==> src/hw/rtl/hash_table_depth_age_replace_core_macros.svh <==
// Assertion macros for the hash table core.
// Used by htdar_back; expects i_clk and i_rst_n in scope.
`ifndef HASH_TABLE_DEPTH_AGE_REPLACE_CORE_MACROS_SVH
`define HASH_TABLE_DEPTH_AGE_REPLACE_CORE_MACROS_SVH
`ifndef SYNTHESIS
`define HTDAR_ASSERT(lbl, cond) \
    lbl: assert property (@(posedge i_clk) disable iff (!i_rst_n) (cond)) \
        else $error("htdar check failed");
`define HTDAR_ASSERT_NEXT(lbl, pre, post) \
    lbl: assert property (@(posedge i_clk) disable iff (!i_rst_n) (pre) |=> (post)) \
        else $error("htdar check failed");
`else
`define HTDAR_ASSERT(lbl, cond)
`define HTDAR_ASSERT_NEXT(lbl, pre, post)
`endif
`endif

==> src/hw/rtl/htdar_pkg.sv <==
// Types and codes shared by the hash table core.
// No dependencies.
package htdar_pkg;

    localparam logic [2:0] OP_PROBE  = 3'd0;
    localparam logic [2:0] OP_STORE  = 3'd1;
    localparam logic [2:0] OP_SEVAL  = 3'd2;
    localparam logic [2:0] OP_NEWS   = 3'd3;
    localparam logic [2:0] OP_CLEAR  = 3'd4;

    // work classes handed from front to back
    localparam logic [2:0] K_NOP   = 3'd0;
    localparam logic [2:0] K_PROBE = 3'd1;
    localparam logic [2:0] K_STORE = 3'd2;
    localparam logic [2:0] K_SEVAL = 3'd3;
    localparam logic [2:0] K_NEWS  = 3'd4;
    localparam logic [2:0] K_CLEAR = 3'd5;

    localparam logic CFG_EXACT  = 1'b0;
    localparam logic CFG_NOMOVE = 1'b1;
    localparam int   CFG_W      = 17;

    typedef struct packed {
        logic [2:0]         op;
        logic [63:0]        key;
        logic signed [7:0]  search_depth;
        logic signed [15:0] score;
        logic [1:0]         bound_flag;
        logic [16:0]        best_move;
        logic signed [15:0] eval_value;
        logic               eval_valid;
    } t_in;

    typedef struct packed {
        logic               hit;
        logic signed [15:0] found_score;
        logic signed [15:0] found_eval;
        logic [16:0]        found_move;
        logic signed [7:0]  found_depth;
        logic [1:0]         found_flag;
        logic               found_eval_valid;
        logic [7:0]         found_age;
    } t_out;

    typedef struct packed {
        logic [2:0] kind;
        t_in        item;
    } t_cmd;

    typedef struct packed {
        logic               eval_set;
        logic [1:0]         flag;
        logic signed [7:0]  depth;
        logic [16:0]        move;
        logic signed [15:0] eval;
        logic signed [15:0] score;
    } t_payload;

    function automatic logic signed [7:0] clamp_depth(input logic signed [7:0] d);
        clamp_depth = (d < -8'sd1) ? -8'sd1 : d;
    endfunction

endpackage

==> src/hw/rtl/htdar_front.sv <==
// Front end: accepts beats, classifies them, two-entry command queue.
// Depends on htdar_pkg.
module htdar_front import htdar_pkg::*; (
    input  logic i_clk,
    input  logic i_rst_n,
    input  logic i_valid,
    output logic o_ready,
    input  t_in  i_data,
    input  logic i_block,
    output logic o_cmd_valid,
    output t_cmd o_cmd,
    input  logic i_cmd_pop
);

    t_cmd       r_buf [2];
    logic       r_wp, r_rp;
    logic [1:0] r_cnt;
    t_cmd       cmd;
    logic       push;
    logic       key_nz;

    always_comb begin
        key_nz   = i_data.key != 64'd0;
        cmd.item = i_data;
        case (i_data.op)
            OP_PROBE: cmd.kind = key_nz ? K_PROBE : K_NOP;
            OP_STORE: cmd.kind = key_nz ? K_STORE : K_NOP;
            OP_SEVAL: cmd.kind = key_nz ? K_SEVAL : K_NOP;
            OP_NEWS:  cmd.kind = K_NEWS;
            OP_CLEAR: cmd.kind = K_CLEAR;
            default:  cmd.kind = K_NOP;
        endcase
    end

    assign o_ready     = (r_cnt != 2'd2) && !i_block;
    assign push        = i_valid && o_ready;
    assign o_cmd_valid = r_cnt != 2'd0;
    assign o_cmd       = r_buf[r_rp];

    always_ff @(posedge i_clk) begin
        if (push) begin
            r_buf[r_wp] <= cmd;
        end
    end

    always_ff @(posedge i_clk) begin
        if (!i_rst_n) begin
            r_wp  <= 1'b0;
            r_rp  <= 1'b0;
            r_cnt <= 2'd0;
        end else begin
            if (push) begin
                r_wp <= ~r_wp;
            end
            if (i_cmd_pop) begin
                r_rp <= ~r_rp;
            end
            r_cnt <= r_cnt + {1'b0, push} - {1'b0, i_cmd_pop};
        end
    end

endmodule

==> config.mk <==
export PLATFORM = sky130hd
export DESIGN_NAME = htdar_front
export DESIGN_NICKNAME = d
export VERILOG_FILES = /design/src/hw/rtl/hash_table_depth_age_replace_core_macros.svh /design/src/hw/rtl/htdar_pkg.sv /design/src/hw/rtl/htdar_front.sv
export SDC_FILE = /design/constraint.sdc
export NUM_CORES = 1
export LEC_CHECK = 0
export BUFFER_PORTS_ARGS = -buffer_cell sky130_fd_sc_hd__buf_2
export CORE_MARGIN = 4
export CORE_UTILIZATION = 50
export CTS_BUF_LIST = sky130_fd_sc_hd__clkbuf_4 sky130_fd_sc_hd__clkbuf_8
export DETAILED_ROUTE_END_ITERATION = 16
export HOLD_SLACK_MARGIN = 0.06
export PLACE_DENSITY = 0.77
export SYNTH_ARGS = -nofsm -noshare
export SYNTH_HDL_FRONTEND = slang
export SYNTH_SLANG_ARGS = --single-unit
==> constraint.sdc <==
create_clock -name i_clk -period 9.52 [get_ports i_clk]
set_clock_uncertainty 0.05 [all_clocks]
set_input_delay 0 -clock i_clk [delete_from_list [all_inputs] [get_ports i_clk]]
set_output_delay 0 -clock i_clk [all_outputs]
set_load 0.02 [all_outputs]
# [Yosys cells after proc, flatten, opt, wreduce, memory -nomap -nowiden]
# Memory sizes are Yosys's and may differ from the RTL's. A register that Yosys moved wholly into a read port is not among the register bits.
# Cells that the tools add are included.
[word_totals] register_bits=4 latch_bits=0 ramBits=260 mem_bits_ro=0 in_bits=132 out_inout_bits=132 wordCells=27 mem_count=1
[mem_list] memory="r_buf" words=2 word_bits=130 rd=1 rd_ports_with_merged_regs=1 wr=1 line_no="htdar_front.sv:15" rtl="t_cmd r_buf [2];"
[op_classes] addsub=2 n_mul=0 n_div=0 n_lt_le_gt_ge=0 eq_ne=5 shift=0 muxes=8 bitwise_logic=2 n_reduce_logical=6
[ops] op="nonzero test 64 bit" n=1
[ops] op="case mux 3 bit (5 select lines)" n=1
[ops] op="== test 3 x 2 -> 1 bit, second input constant" n=2
[ops] op="two-way mux 1 bit" n=5
[ops] op="two-way mux 2 bit" n=2
[ops] op="== test 3 x 1 -> 1 bit, second input constant" n=1
[ops] op="== test 3 bit, second input constant" n=1
[ops] op="zero test 3 bit" n=1
[ops] op="adder 2 x 1 -> 2 bit" n=1
[ops] op="logical AND 1 bit" n=2
[ops] op="inequality test 2 bit, second input constant" n=1
[ops] op="inverter 1 bit" n=2
[ops] op="nonzero test 2 bit" n=1
[ops] op="subtractor 2 x 1 -> 2 bit" n=1
[ops] op="zero test 1 bit" n=1

# [Depth between registers and ports, before layout]
[depth] depth_word=5 depth_mapped=8 mapped_depth_nobuf=8

# [Least setup slack after synthesis]
# No wires, ideal clock.
[synth_path] path_type="register to register" from="register r_cnt[1]" to="memory r_buf[0][0] in the netlist's numbering (enable)" setup_time_ns=0.623 arrival_time_ns=5.949 required_time_ns=8.847 path_slack_ns=2.899 path_stages_with_launch=4 path_buffers=0 synth_period_minus_slack_ns=6.621 cell_sequence="dfxtp_1 > inv_1 > o211ai_1 > nor2_1"
[synth_via] elab_chain_len=5
[synth_lines] element="from (decl)" line_no="htdar_front.sv:17" rtl="logic [1:0] r_cnt;"
[synth_lines] element="from (signal assigned)" line_no="htdar_front.sv:58" rtl="r_cnt <= r_cnt + {1'b0, push} - {1'b0, i_cmd_pop};"
[synth_lines] element="inequality test 2 bit" line_no="htdar_front.sv:35" rtl="assign o_ready = (r_cnt != 2'd2) && !i_block;"
[synth_lines] element="logical AND 1 bit" line_no="htdar_front.sv:35"
[synth_lines] element="logical AND 1 bit" line_no="htdar_front.sv:36" rtl="assign push = i_valid && o_ready;"
[synth_lines] element="two-way mux 1 bit" line_no="htdar_front.sv:41" rtl="if (push) begin"
[synth_lines] element="two-way mux 1 bit (implied by the code)" line_no="htdar_front.sv:42" rtl="r_buf[r_wp] <= cmd;"
[synth_lines] element="to (decl)" line_no="htdar_front.sv:15"
# No other way between the ends.

==> results.yml <==
cts:
  cts-root-buf: "clkbuf_8"
  cts_max_level: 2
  cts_buffer_depth: 3
  ctsResizeCount: 0
  cts.sink_count: 265
  post_cts_buffers: 0
  postCtsHoldBufs: 130
  numCtsBuffers: 42
  clk_pin_slew_ps: 60
  worstSkewPairLatency_ps: 510
  cts_tree: "yes"
drt:
  postRouteWirelength_um: 22700
  wire_per_inst_um: 19.3
  drc_errors: 0
  drtPass1Iterations: 4
  antenna_left: 0
  vias_per_cell: 4.97
  drt_iter0_drc: 283
  vias: 5841
min_path:
  hold_class: "primary input to flip-flop"
  worstHoldStart: "i_data[9]"
timing:
  fin_tns_setup_ps: 0
  slew_viol_final: 0
  relSlewSlack: 0.267
  hold_viol: 0
  worst_slew_pin_slew_ps: 1100
  min_period_ps: 2970
  layout_setup_ws_ps: 6550
  setup_violations: 0
  grt_setup_unrepaired: "false"
  achievable-frequency_mhz: 337
  finalCritPeriodShare: 0.312
finish:
  final_cells: 1175
  area_growth_pct: 37.9
  final_layout_size_suffix_gt1_frac: 0.483
  finish.instance_area_um2: 13500
  nets: 1019
  insertedDiodeCount: 0
  fill_cells: 1176
setup_path:
  r2r_start: "r_cnt[0]"
  critPathMaxStageDelay_ps: 860
  path_cells: "buf_4 > mux2_2 > buf_2"
  setup.worst_path.start_class: "flip-flop"
  worst_ep_arrival_time_ps: 2920
  path_max_fanout: 70
  critical_path_class: "flip-flop to output pin"
  cp.required_ps: 9470
  critPathSlowestCell: "dfxtp_4"
  endpoint_kind: "output pin"
flow_run:
  max_cap_viol_count: 0
global_routing:
  grt_max_degree: 83
  grt.total_usage: 0.202
  antenna_found_initial: 0
  grt-ovfl-total: 0
  grt_first_pass_wirelength_um: 34600
  grt_pass1_vias: 6426
placement:
  place_area_um2: 11400
  pre_cts_slack_ps: 6750
  placedCellCount: 971
  gp_congestion: 0.750
  numPortBuffers: 263
  hpwlAfterDp_um: 13200
floorplanning:
  rows: 50
  die_area_um2: 21900
  die_h_um: 148
  io_pins: 264
  die_w_um: 148
  start_util: 0.516
  core_area_um2: 19000
synth:
  yosysMostFrequentCell: "edfxtp_1"
  synthAdderAreaFrac: 0.00256
  synth.area.top_cells: "edfxtp_1, mux2_2, mux2_1, dfxtp_1, nor4_1"
  synth_compound_area_frac: 0.00384
  synth_nets: 592
  synth_enable_flop_cells: 260
  netlist_area_um2: 9790
  ys_types: 24
  synth_common_cells: "edfxtp_1, mux2_2, mux2_1"
  ys_warn_count: 0
  synthArstFlopShare: 0
  synth_cells: 458
  yosysTopAreaCell: "edfxtp_1"
  synth_top_cell_area_share: 0.798
  synth_area_per_cell_um2: 21.4
  ys_ff_latch: 265
  synth_top_family_by_area: "multiplexers"
  synth-xor-area-share: 0.00358
  synth-main-ff-cell: "edfxtp_1"
  seq_area_frac_synth: 0.808
  synth_mux_area_frac: 0.150
  yosys.area_share.simple: 0.0208
power_and_ir_drop:
  p_per_area_nw_per_um2: 198
  p_leak_nw: 5.05
  switchingPower_w: 0.000639
  vdd_ir_drop_max_v: 0.000143
  pwr-share-clk: 0.347
  power_frac_comb: 0.137
  swShare: 0.239
  intPower_w: 0.00204
  seq_power_share: 0.516
outcome:
  status: "completed"
worst max-delay path: cells and delay by family (launching register included):
family / cells / cell delay, ps
buffers and inverters: 2 / 990
flip-flops: 1 / 860
multiplexers: 1 / 430
metrics by stage:
stage	utilization	hold WS, ps	power (W)
after floorplan	-	31.7	0.00160
after global placement	0.600	139	0.00171
after detailed placement	0.600	142	0.00172
after CTS	0.712	123	0.00269
after global routing	0.712	130	0.00279
final	0.712	162	0.00267
final cells by class:
| class | instances | area [um^2] | share of cell area |
|---|---|---|---|
| flip-flops and latches | 265 | 7910 | 0.586 |
| repair buffers | 397 | 2650 | 0.196 |
| multi-input cells | 174 | 1780 | 0.132 |
| clock buffers | 62 | 741 | 0.0549 |
| well taps | 260 | 325 | 0.0241 |
| clock inverters | 12 | 77.6 | 0.00575 |
| inverters | 5 | 18.8 | 0.00139 |
path summary, 6_finish.rpt:
kind	end	slack (ps)	cells after the start
min reg2reg	flip-flop	550	2
max reg2reg	r_buf[1][90]	6700	4
max	o_cmd[103]	6550	3
min	r_buf[0][9]	160	2
power by group through the flow:
stage               Clock (W)  Combinational, W  Sequential, W
CTS                  0.000949          0.000365        0.00138
global placement            0          0.000312        0.00140
finish               0.000929          0.000366        0.00138
detailed placement          0          0.000319        0.00140
floorplan                   0          0.000207        0.00140
global route          0.00101          0.000389        0.00138
cell usage in the layout, fill, tap and decap left out:
| master | n |
|---|---|
| clkinv_2 | 2 |
| nor2_4 | 1 |
| bufinv_16 | 1 |
| or3_1 | 1 |
| nor4_2 | 2 |
| nor4_1 | 15 |
| xnor2_1 | 3 |
| clkinv_1 | 8 |
| nor3_1 | 1 |
| dfxtp_1 | 4 |
| buf_2 | 263 |
| edfxtp_1 | 260 |
| o21a_1 | 1 |
| clkbuf_8 | 44 |
| mux2_1 | 26 |
| nand2_1 | 2 |
| mux2_2 | 104 |
| dfxtp_4 | 1 |
| and2_1 | 5 |
| inv_1 | 5 |
| dlygate4sd3_1 | 130 |
| a21o_1 | 1 |
| o211ai_1 | 1 |
| o21ai_0 | 1 |
| clkinvlp_4 | 1 |
| and3_4 | 1 |
| xor2_1 | 1 |
| a21oi_1 | 2 |
| buf_4 | 4 |
| clkbuf_4 | 18 |
| nand4_1 | 4 |
| ha_1 | 2 |
registers in the layout, indices dropped and copies added, names as in the netlist, named ones only:
name   flops
r_rp       1
r_cnt      2
r_buf    260
r_wp       1
cell families after synthesis:
kind of cell / Yosys count
multiplexers: 130
flip-flops: 265
AO/OA/AOI/OAI: 6
XOR/XNOR: 4
adder cells (fa/ha/maj): 2
AND/OR/NAND/NOR: 32
buffers and inverters: 19
routing by layer:
metal	GRT usage	vias up	share of wire	wire, um
met5	0	-	0	0
met4	0.0679	0	0.028	637
met3	0.0527	47	0.069	1560
met2	0.364	248	0.52	11800
met1	0.237	2853	0.38	8670
li1	-	2693	-	-
Power figures use the tool's default switching activity.
